### src/hdl/gf22_pkg.sv
// Shared types, register indexes and GF(2^8) helpers for the 2+2 erasure codec.
package gf22_pkg;

  // Field widths.
  localparam int unsigned ByteW = 8;
  localparam int unsigned MaskW = 4;
  localparam int unsigned CfgIdxW = 1;
  localparam int unsigned CfgDataW = MaskW;

  // Register indexes on the configuration port.
  localparam logic [CfgIdxW-1:0] REG_CODEC_MODE = 1'b0;
  localparam logic [CfgIdxW-1:0] REG_PIECE_MASK = 1'b1;

  // Register reset values.
  localparam logic CodecModeReset = 1'b0;
  localparam logic [MaskW-1:0] PieceMaskReset = 4'hF;

  // Operating modes.
  localparam logic MODE_ENCODE = 1'b0;
  localparam logic MODE_RECOVER = 1'b1;

  // Piece mask bit positions.
  localparam int unsigned PieceD0 = 0;
  localparam int unsigned PieceD1 = 1;
  localparam int unsigned PieceP0 = 2;
  localparam int unsigned PieceP1 = 3;

  // Field constants: reduction term, top bit, two, three, and the inverses of three and two.
  localparam logic [ByteW-1:0] GfReduce = 8'h1B;
  localparam logic [ByteW-1:0] GfTopBit = 8'h80;
  localparam logic [ByteW-1:0] GfTwo = 8'h02;
  localparam logic [ByteW-1:0] GfThree = 8'h03;
  localparam logic [ByteW-1:0] GfInvThree = 8'hF6;
  localparam logic [ByteW-1:0] GfInvTwo = 8'h8D;

  // Configuration as seen by the datapath.
  typedef struct packed {
    logic mode;
    logic [MaskW-1:0] mask;
  } cfg_t;

  // Multiply by x modulo the field polynomial.
  function automatic logic [ByteW-1:0] gf_dbl(input logic [ByteW-1:0] v);
    logic [ByteW-1:0] r;
    r = {v[ByteW-2:0], 1'b0};
    if ((v & GfTopBit) != '0) begin
      r = r ^ GfReduce;
    end
    return r;
  endfunction

  // Product with a constant factor; unrolls into an XOR network.
  function automatic logic [ByteW-1:0] gf_mul(input logic [ByteW-1:0] v,
                                              input logic [ByteW-1:0] k);
    logic [ByteW-1:0] acc;
    logic [ByteW-1:0] term;
    acc = '0;
    term = v;
    for (int i = 0; i < ByteW; i++) begin
      if (k[i]) begin
        acc = acc ^ term;
      end
      term = gf_dbl(term);
    end
    return acc;
  endfunction

endpackage

### src/hdl/gf22_cfg.sv
// Configuration registers: codec mode and piece mask.
module gf22_cfg (
  input  logic                            clk,
  input  logic                            rst,
  input  logic                            cfg_wen,
  input  logic [gf22_pkg::CfgIdxW-1:0]    cfg_index,
  input  logic [gf22_pkg::CfgDataW-1:0]   cfg_wdata,
  output gf22_pkg::cfg_t                  cfg
);
  import gf22_pkg::*;

  cfg_t cfg_reg;

  // Each write lands in the register selected by its index.
  always_ff @(posedge clk) begin
    if (rst) begin
      cfg_reg.mode <= CodecModeReset;
      cfg_reg.mask <= PieceMaskReset;
    end else if (cfg_wen) begin
      case (cfg_index)
        REG_CODEC_MODE: cfg_reg.mode <= cfg_wdata[0];
        REG_PIECE_MASK: cfg_reg.mask <= cfg_wdata[MaskW-1:0];
        default: ;
      endcase
    end
  end

  assign cfg = cfg_reg;

endmodule

### src/hdl/gf22_dp.sv
// Datapath: input register, encode and recover logic, result register.
module gf22_dp (
  input  logic                         clk,
  input  logic                         rst,
  input  logic                         accept,
  input  gf22_pkg::cfg_t               cfg,
  input  logic [gf22_pkg::ByteW-1:0]   byte_data0,
  input  logic [gf22_pkg::ByteW-1:0]   byte_data1,
  input  logic [gf22_pkg::ByteW-1:0]   byte_parity0,
  input  logic [gf22_pkg::ByteW-1:0]   byte_parity1,
  output logic                         done,
  output logic [gf22_pkg::ByteW-1:0]   out_first,
  output logic [gf22_pkg::ByteW-1:0]   out_second,
  output logic                         too_few_pieces
);
  import gf22_pkg::*;

  // Input stage registers.
  logic             in_valid;
  cfg_t             in_cfg;
  logic [ByteW-1:0] in_d0;
  logic [ByteW-1:0] in_d1;
  logic [ByteW-1:0] in_p0;
  logic [ByteW-1:0] in_p1;

  // Result stage registers.
  logic             res_valid;
  logic [ByteW-1:0] res_first;
  logic [ByteW-1:0] res_second;
  logic             res_flag;

  logic [ByteW-1:0] first_next;
  logic [ByteW-1:0] second_next;
  logic             flag_next;

  logic h0, h1, hp0, hp1;

  // Capture each request together with the configuration it runs under.
  always_ff @(posedge clk) begin
    if (rst) begin
      in_valid <= 1'b0;
    end else begin
      in_valid <= accept;
    end
  end

  always_ff @(posedge clk) begin
    if (accept) begin
      in_cfg <= cfg;
      in_d0  <= byte_data0;
      in_d1  <= byte_data1;
      in_p0  <= byte_parity0;
      in_p1  <= byte_parity1;
    end
  end

  assign h0  = in_cfg.mask[PieceD0];
  assign h1  = in_cfg.mask[PieceD1];
  assign hp0 = in_cfg.mask[PieceP0];
  assign hp1 = in_cfg.mask[PieceP1];

  // Encode computes both parities; recover uses the first usable pair in priority order.
  always_comb begin
    first_next  = '0;
    second_next = '0;
    flag_next   = 1'b0;
    if (in_cfg.mode == MODE_ENCODE) begin
      first_next  = in_d0 ^ in_d1;
      second_next = gf_mul(in_d0, GfTwo) ^ gf_mul(in_d1, GfThree);
    end else if (h0 && h1) begin
      first_next  = in_d0;
      second_next = in_d1;
    end else if (h0 && hp0) begin
      first_next  = in_d0;
      second_next = in_d0 ^ in_p0;
    end else if (h1 && hp0) begin
      first_next  = in_d1 ^ in_p0;
      second_next = in_d1;
    end else if (h0 && hp1) begin
      first_next  = in_d0;
      second_next = gf_mul(in_p1 ^ gf_mul(in_d0, GfTwo), GfInvThree);
    end else if (h1 && hp1) begin
      first_next  = gf_mul(in_p1 ^ gf_mul(in_d1, GfThree), GfInvTwo);
      second_next = in_d1;
    end else if (hp0 && hp1) begin
      second_next = in_p1 ^ gf_mul(in_p0, GfTwo);
      first_next  = in_p0 ^ second_next;
    end else begin
      flag_next = 1'b1;
    end
  end

  // Result register; the strobe is the input-stage strobe registered once more.
  always_ff @(posedge clk) begin
    if (rst) begin
      res_valid <= 1'b0;
    end else begin
      res_valid <= in_valid;
    end
  end

  always_ff @(posedge clk) begin
    if (in_valid) begin
      res_first  <= first_next;
      res_second <= second_next;
      res_flag   <= flag_next;
    end
  end

  assign done           = res_valid;
  assign out_first      = res_first;
  assign out_second     = res_second;
  assign too_few_pieces = res_flag;

endmodule

### src/hdl/gf256_two_plus_two_erasure_codec_core.sv
// Top level of the GF(2^8) two-data, two-parity erasure codec.
//
// A request is taken at each rising edge with start high and busy low. It
// carries the byte at one position of each piece: byte_data0, byte_data1,
// byte_parity0 and byte_parity1. busy is always low, so one request can be
// taken in every cycle.
// Its result is on out_first, out_second and too_few_pieces with done high
// for one cycle, once the request has passed the input and result registers
// around the GF logic.
// Sustained throughput is one request per cycle.
// Encode mode gives the XOR parity and the weighted parity. Recover mode
// rebuilds both data bytes from the first usable pair named by piece_mask;
// with fewer than two usable pieces it raises too_few_pieces and gives zeros.
// Configuration: cfg_wen, cfg_index and cfg_wdata write codec_mode (index 0)
// or piece_mask (index 1); write them only while no request is in flight.
// Synchronous reset drops requests in flight and sets encode mode with all
// four pieces usable. The receiver cannot stall: each result must be taken
// in the cycle that done is high.
module gf256_two_plus_two_erasure_codec_core (
  input  logic                            clk,
  input  logic                            rst,
  input  logic                            start,
  output logic                            busy,
  input  logic [gf22_pkg::ByteW-1:0]      byte_data0,
  input  logic [gf22_pkg::ByteW-1:0]      byte_data1,
  input  logic [gf22_pkg::ByteW-1:0]      byte_parity0,
  input  logic [gf22_pkg::ByteW-1:0]      byte_parity1,
  output logic                            done,
  output logic [gf22_pkg::ByteW-1:0]      out_first,
  output logic [gf22_pkg::ByteW-1:0]      out_second,
  output logic                            too_few_pieces,
  input  logic                            cfg_wen,
  input  logic [gf22_pkg::CfgIdxW-1:0]    cfg_index,
  input  logic [gf22_pkg::CfgDataW-1:0]   cfg_wdata
);
  import gf22_pkg::*;

  cfg_t cfg;
  logic accept;

  // The datapath takes a new request in every cycle.
  assign busy   = 1'b0;
  assign accept = start && !busy;

  gf22_cfg u_cfg (
    .clk       (clk),
    .rst       (rst),
    .cfg_wen   (cfg_wen),
    .cfg_index (cfg_index),
    .cfg_wdata (cfg_wdata),
    .cfg       (cfg)
  );

  gf22_dp u_dp (
    .clk            (clk),
    .rst            (rst),
    .accept         (accept),
    .cfg            (cfg),
    .byte_data0     (byte_data0),
    .byte_data1     (byte_data1),
    .byte_parity0   (byte_parity0),
    .byte_parity1   (byte_parity1),
    .done           (done),
    .out_first      (out_first),
    .out_second     (out_second),
    .too_few_pieces (too_few_pieces)
  );

`ifndef NO_ASSERTIONS
  // Every result strobe belongs to a request that passed the input and result registers.
  a_done_from_request: assert property (@(posedge clk) disable iff (rst)
    done |-> $past(accept, 2))
    else $error("result strobe without a matching request");

  // A request taken with no reset in between yields its result through the input and result registers.
  a_request_gives_done: assert property (@(posedge clk) disable iff (rst)
    accept ##1 !rst |=> done)
    else $error("accepted request produced no result");

  // A failed recovery gives zero bytes.
  a_flag_zero_bytes: assert property (@(posedge clk) disable iff (rst)
    done && too_few_pieces |-> out_first == '0 && out_second == '0)
    else $error("too_few_pieces result carries nonzero bytes");
`endif

endmodule
### config.mk
export PLATFORM = sky130hd
export DESIGN_NAME = gf256_two_plus_two_erasure_codec_core
export DESIGN_NICKNAME = d
export VERILOG_FILES = /design/src/hdl/gf22_pkg.sv /design/src/hdl/gf22_cfg.sv /design/src/hdl/gf22_dp.sv /design/src/hdl/gf256_two_plus_two_erasure_codec_core.sv
export SDC_FILE = /design/constraint.sdc
export NUM_CORES = 1
export LEC_CHECK = 0
export ABC_AREA = 1
export BUFFER_PORTS_ARGS = -buffer_cell sky130_fd_sc_hd__buf_2
export CORE_MARGIN = 10
export CORE_UTILIZATION = 26
export CTS_BUF_LIST = sky130_fd_sc_hd__clkbuf_16
export DETAILED_ROUTE_END_ITERATION = 6
export HOLD_SLACK_MARGIN = 0.03
export PLACE_DENSITY = 0.43
export SETUP_SLACK_MARGIN = 0.1
export SLEW_MARGIN = 10
export SYNTH_ARGS = -nofsm -noshare
export SYNTH_HDL_FRONTEND = slang
export SYNTH_SLANG_ARGS = --single-unit
### constraint.sdc
create_clock -name clk -period 1.7 [get_ports clk]
set_input_delay 0.34 -clock clk [delete_from_list [all_inputs] [get_ports clk]]
set_output_delay 0.34 -clock clk [all_outputs]
set_load 0.02 [all_outputs]
==> results of run 1 <==
## Yosys cell counts (all sizes together)
cell type,n,area (um^2)
a21oi,62,310
o211ai,7,52.6
o21ai,40,200
nor4,1,6.26
edfxtp,54,1620
a22oi,1,7.51
dfxtp,7,140
clkinv,3,16.3
a32oi,1,8.76
conb,1,3.75
inv,57,214
o22ai,5,31.3
nand4,1,6.26
buf,12,83.8
nor2,10,37.5
xnor2,15,139
nand3,51,275
clkbuf,11,46.3
a21boi,1,7.51
xor2,32,288
nand2,227,910
o311ai,1,8.76
o2111ai,1,8.76
## worst max-delay path: stages, from the launching register on
cell and delay, ns:
edfxtp_1 0.51, buf_6 0.17, buf_6 0.12, nand2_4 0.07, nand3_4 0.11, nand2_8 0.14
nand2_2 0.07, nand2_4 0.08, nand2_1 0.06, nand2_2 0.13, nand3_2 0.09, nand2_1 0.07
nand2_1 0.05, nand3_2 0.08, nand2_1 0.06, nand2_1 0.06, nand2_1 0.04, nand2_1 0.05
nand2_1 0.05
## metrics by stage
stage	hold slack (ns)	setup slack, ns
after global routing	0.147	-0.771
after floorplan	0.409	-0.175
after detailed placement	0.415	-0.584
after global placement	0.412	-0.604
final	0.158	-0.592
after CTS	0.147	-0.494
## how the worst min path moves through the flow
| stage | from | endpoint | slack [ns] |
|---|---|---|---|
| after floorplan | u_cfg.cfg[0]$_SDFFE_PP1P_ | u_dp.h0$_DFFE_PP_ | 0.41 |
| after global placement | u_dp.in_valid$_SDFF_PP0_ | u_dp.done$_SDFF_PP0_ | 0.41 |
| after detailed placement | u_dp.in_valid$_SDFF_PP0_ | u_dp.done$_SDFF_PP0_ | 0.42 |
| after CTS | byte_parity1[7] | u_dp.in_p1[7]$_DFFE_PP_ | 0.15 |
| after global routing | byte_parity1[7] | u_dp.in_p1[7]$_DFFE_PP_ | 0.15 |
| final | byte_parity1[7] | u_dp.in_p1[7]$_DFFE_PP_ | 0.16 |
## logic make-up after synthesis
| group | share of synthesized area |
|---|---|
| buf+inv | 0.0815 |
| compound gates | 0.144 |
| flops | 0.398 |
| other cells | 0.000848 |
| simple gates | 0.279 |
| xor+xnor | 0.0965 |
## layout make-up
cell class / instances / area (um^2)
Tap cell: 220 / 275
Timing Repair Buffer: 182 / 1290
Clock inverter: 5 / 43.8
Inverter: 60 / 262
Fill cell: 1698 / 9700
Clock buffer: 11 / 275
Sequential cell: 61 / 1760
Multi-Input combinational cell: 457 / 3030
## power groups by stage
stage | clock network, uW | logic (uW) | registers, uW
finish | 1960 | 2560 | 1870
global route | 2090 | 2810 | 1890
CTS | 2010 | 2270 | 1870
detailed placement | 0 | 1950 | 1890
global placement | 0 | 1950 | 1890
floorplan | 0 | 1190 | 1910
## timing repair
| item | CTS | global route |
|---|---|---|
| setup buffers | 18 | 9 |
| resized for setup | 100 | 60 |
| pin swaps | 46 | 38 |
| setup endpoints to repair | 16 | 17 |
## metal layers
| layer | up-vias | part of all wire |
|---|---|---|
| met4 | 0 | 0.028 |
| met2 | 133 | 0.49 |
| met3 | 26 | 0.048 |
| li1 | 2319 | - |
| met5 | - | 0 |
| met1 | 2180 | 0.44 |
==> metrics.csv, run 1 <==
metric,value,unit
Sw Share,0.367,
Avg Inst Size Synth,7.36,um^2
CP arrival,2.38,ns
Final setup viols,15,
Clock Pin Slew Worst Setup and Hold Paths,0.07,ns
placed cells,954,
Netlist cell types,35,
GR met2 Demand/Resource,0.235,
first-pass GRT wire length,25300,um
Flop pwr share,0.293,
share of cells above drive strength 1,0.436,
port bufs,58,
Worst Setup EP,u_dp.out_second[4]$_DFFE_PP_,
Final HPWL DP,11700,um
ant diodes,0,
Chip Width,150,um
drt drc,0,
core region area,16600,um^2
status,"complete, but fails checks",
startpoint types,flop,
#FFs+latches synth,61,
required time worst endpoint,1.79,ns
reg2reg path depth,18,
initial antenna violation count,0,
fin area,6940,um^2
Hold Crit Class,input pin to flop,
final antenna-violating net count,0,
Final Worst Setup Slack,-0.592,ns
vias in the first global route,4798,
Cell Rows,47,
Worst Path Max Fanout,8,
Die H,150,um
final core occ,0.417,
R2R Path Start,u_dp.in_d0[7]$_DFFE_PP_,
Worst setup startpoint,u_dp.in_d0[7]$_DFFE_PP_,
min Tclk post-route,2.29,ns
met1 Track Usage GR,0.178,
Vias/cell,4.68,
htree depth,3,
Worst setup EP type,flop,
Tot Pwr,6390,uW
Clock Power Share,0.306,
Worst Clk Skew,0.0161,ns
Logic pwr share,0.401,
syn_nets,642,
busiest layer in global routing,met2,
hold buffers post-CTS,0,
Cells on Worst Hold Path,1,
I/O pin cnt,60,
"commonest non-fill, non-tap cells in the layout","nand2_1, buf_4, a21oi_1",
routability cong.,0.885,
final period utilization,1.35,
setup TNS,-5.54,ns
Leakage,0.00322,uW
M3 GR Usage,0.0348,
total track usage,0.143,
clk_lat worst skew,0.35,ns
CP Class,flop to flop,
GRT overflow,0,
"most common cell after layout, fill and taps aside",nand2_1,
CTS tree,yes,
number of synthesis warnings,0,
DRT iter0 DRCs,312,
Root Buffer,clkbuf_16,
internal cell power,4040,uW
Sink Count,61,
NumNets Final,812,
post-synthesis sequential area ratio,0.398,
drt pass-1 iters,5,
die area,22600,um^2
Fmax,436,MHz
pin count of the biggest net entering global routing,39,
Routed WL per cell,16.1,um
Cells after Synth,601,
final WL,16000,um
Maximum Capacitance Violations,0,
Syn Std Cell Area,4420,um^2
Initial Util,0.266,
violated checks,negative setup slack,
non-filler instance count after layout,996,
Num CTS Buffers,9,
switching power,2340,uW
area grow syn2layout,56.9,%
Final Hold Fails,0,
RSZ-0062 raised after global routing,true,
final slew viol count,0,
Max IR drop VDD,609,uV
r2r setup slk,-0.59,ns
Max Root-Sink Buffers,2,
pwr dens,920,nW/um^2
Via Count,4658,
DP Area,5730,um^2
reg-to-reg endpoint,u_dp.out_second[4]$_DFFE_PP_,
No activity file was read; power rests on OpenSTA's default activity.
==> inputs of run 2 (changes only) <==
--- a/config.mk
+++ b/config.mk
@@ -7,12 +7,14 @@
 export LEC_CHECK = 0
 export ABC_AREA = 1
 export BUFFER_PORTS_ARGS = -buffer_cell sky130_fd_sc_hd__buf_2
+export CELL_PAD_IN_SITES_DETAIL_PLACEMENT = 1
+export CELL_PAD_IN_SITES_GLOBAL_PLACEMENT = 2
 export CORE_MARGIN = 10
 export CORE_UTILIZATION = 26
 export CTS_BUF_LIST = sky130_fd_sc_hd__clkbuf_16
 export DETAILED_ROUTE_END_ITERATION = 6
 export HOLD_SLACK_MARGIN = 0.03
-export PLACE_DENSITY = 0.43
+export PLACE_DENSITY = 0.67
 export SETUP_SLACK_MARGIN = 0.1
 export SLEW_MARGIN = 10
 export SYNTH_ARGS = -nofsm -noshare
==> metrics.csv, run 2 (same netlist as run 1, synthesis figures left out) <==
metric,value,unit,change
Final HPWL DP,13400,um,+14%
critical path's slowest cell,edfxtp_1,,
Initial Util,0.266,,unchanged
Clock Power Share,0.275,,-0.031
share of cells above drive strength 1,0.470,,+0.0341
ant diodes,0,,unchanged
required time worst endpoint,1.80,ns,about the same
htree depth,3,,unchanged
Cells on Worst Hold Path,1,,unchanged
Worst setup EP type,flop,,
Hold Crit Class,input pin to flop,,
Final setup viols,15,,unchanged
final slew viol count,0,,unchanged
final WL,18000,um,+13%
final period utilization,1.35,,+0.00660
port bufs,58,,unchanged
Final Worst Setup Slack,-0.603,ns,-0.0112 ns
Flop pwr share,0.294,,about the same
NumNets Final,826,,+1.7%
Critical Path Max Stage Delay,0.50,ns,about the same
pin count of the biggest net entering global routing,39,,unchanged
worst min-delay path startpoint,byte_data0[6],,
total track usage,0.157,,+0.0141
status,"complete, but fails checks",,
die area,22600,um^2,unchanged
Sink Count,61,,unchanged
Logic pwr share,0.431,,+0.030
Hold Slack,0.162,ns,+0.00321 ns
min Tclk post-route,2.30,ns,+0.0112 ns
startpoint types,flop,,
Max Root-Sink Buffers,2,,unchanged
Die H,150,um,unchanged
DRT iter0 DRCs,186,,-40%
Fmax,434,MHz,-0.49%
Vias/cell,4.76,,+1.7%
reg-to-reg endpoint,u_dp.out_second[0]$_DFFE_PP_,,
Worst Path Max Fanout,7,,-1
Sw Share,0.383,,+0.0158
Routed WL per cell,17.9,um,+11%
Maximum Capacitance Violations,0,,unchanged
Chip Width,150,um,unchanged
GRT overflow,0,,unchanged
reg2reg path depth,16,,-2
internal cell power,3960,uW,-2.0%
Worst Clk Skew,0.00666,ns,-0.00943 ns
violated checks,negative setup slack,,
final antenna-violating net count,0,,unchanged
drt drc,0,,unchanged
"commonest non-fill, non-tap cells in the layout","nand2_1, buf_4, a21oi_1",,
Via Count,4803,,+3.1%
Leakage,0.00330,uW,+2.7%
"most common cell after layout, fill and taps aside",nand2_1,,
CP arrival,2.40,ns,+0.02 ns
WHS Endpoint,u_dp.in_d0[6]$_DFFE_PP_,,
setup TNS,-5.81,ns,-0.268 ns
Tot Pwr,6420,uW,+0.52%
I/O pin cnt,60,,unchanged
CP Cell Sequence,inv_4 > buf_12 > nand2_1 > nand3_2 > nand3_4 > nand2_8 > nand3_2 > nand2_2 > nand2_2 > nand2_2 > a21boi_1 > buf_4 > o21ai_1 > nand2_1 > nand2_1 > o21ai_1,,
Root Buffer,clkbuf_16,,
switching power,2460,uW,+4.8%
Final Hold Fails,0,,unchanged
area grow syn2layout,61.1,%,
Max IR drop VDD,496,uV,-19%
drt pass-1 iters,4,,-1
Num CTS Buffers,9,,unchanged
CP Class,flop to flop,,
initial antenna violation count,0,,unchanged
vias in the first global route,5068,,+5.6%
clk_lat worst skew,0.35,ns,about the same
CTS tree,yes,,
Clock Pin Slew Worst Setup and Hold Paths,0.06,ns,about the same
hold buffers post-CTS,0,,unchanged
final core occ,0.428,,+0.0111
routability cong.,0.866,,-2.1%
Cell Rows,47,,unchanged
R2R Path Start,u_dp.in_d0[7]$_DFFE_PP_,,
fin area,7130,um^2,+2.7%
r2r setup slk,-0.60,ns,about the same
pwr dens,901,nW/um^2,-2.1%
core region area,16600,um^2,unchanged
DP Area,5820,um^2,+1.6%
RSZ-0062 raised after global routing,true,,
first-pass GRT wire length,27400,um,+8.6%
run 2: cell types whose count changed in the layout (fill, tap and decap cells not counted), moves of 4 or more:
cell | before | now
nand2_1 | 154 | 141
nand2_2 | 41 | 50
buf_4 | 112 | 119
buf_6 | 9 | 13
inv_4 | 2 | 6
nand2_4 | 29 | 33
run 2: critical path: cells and delay by family (launching register included):
family	cells	cell delay (ns)
flops	1	0.50
simple gates	10	0.87
compound gates	3	0.24
buf+inv	3	0.43
run 2: layout make-up:
type / instances / area (um^2)
inverter: 60 / 253
clock inverter: 7 / 48.8
multi-input combinational: 457 / 3120
fill: 1946 / 9520
sequential: 61 / 1760
clock buffer: 9 / 225
timing repair buffer: 196 / 1450
tap: 220 / 275
run 2: power groups by stage:
stage / Combinational [uW] / Sequential (uW) / Clock (uW)
CTS: 2400 / 1880 / 1800
floorplan: 1190 / 1910 / 0
finish: 2770 / 1890 / 1770
global route: 3030 / 1900 / 1860
global placement: 2050 / 1900 / 0
detailed placement: 2090 / 1900 / 0
run 2: repair_timing:
action,CTS,global route
setup buffers,11,22
pin swaps,46,64
gates cloned,1,0
gates resized for setup,89,100
endpoints found under the setup margin,16,17
run 2: worst max path at each step:
stage | startpoint | endpoint | slack [ns]
floorplan | u_dp.in_d0[5]$_DFFE_PP_ | u_dp.out_second[4]$_DFFE_PP_ | -0.18
global placement | u_dp.in_d0[7]$_DFFE_PP_ | u_dp.out_second[3]$_DFFE_PP_ | -0.64
detailed placement | u_dp.in_d0[7]$_DFFE_PP_ | u_dp.out_second[3]$_DFFE_PP_ | -0.69
CTS | u_dp.in_d0[7]$_DFFE_PP_ | u_dp.out_second[4]$_DFFE_PP_ | -0.61
global route | u_dp.in_d0[7]$_DFFE_PP_ | u_dp.out_second[6]$_DFFE_PP_ | -0.76
finish | u_dp.in_d0[7]$_DFFE_PP_ | u_dp.out_second[0]$_DFFE_PP_ | -0.60
run 2: stage by stage:
step / worst slack, ns / instances
floorplan: -0.175 / 601
global placement: -0.643 / 963
detailed placement: -0.691 / 963
CTS: -0.606 / 990
global route: -0.762 / 1010
finish: -0.603 / 1010
run 2: metal layers:
metal,global-route usage,vias to the layer above,wire length [um]
met2,0.278,77,9220
met1,0.188,2352,7890
met4,0.0525,0,317
met5,0,-,0
met3,0.0285,25,619
li1,-,2349,-
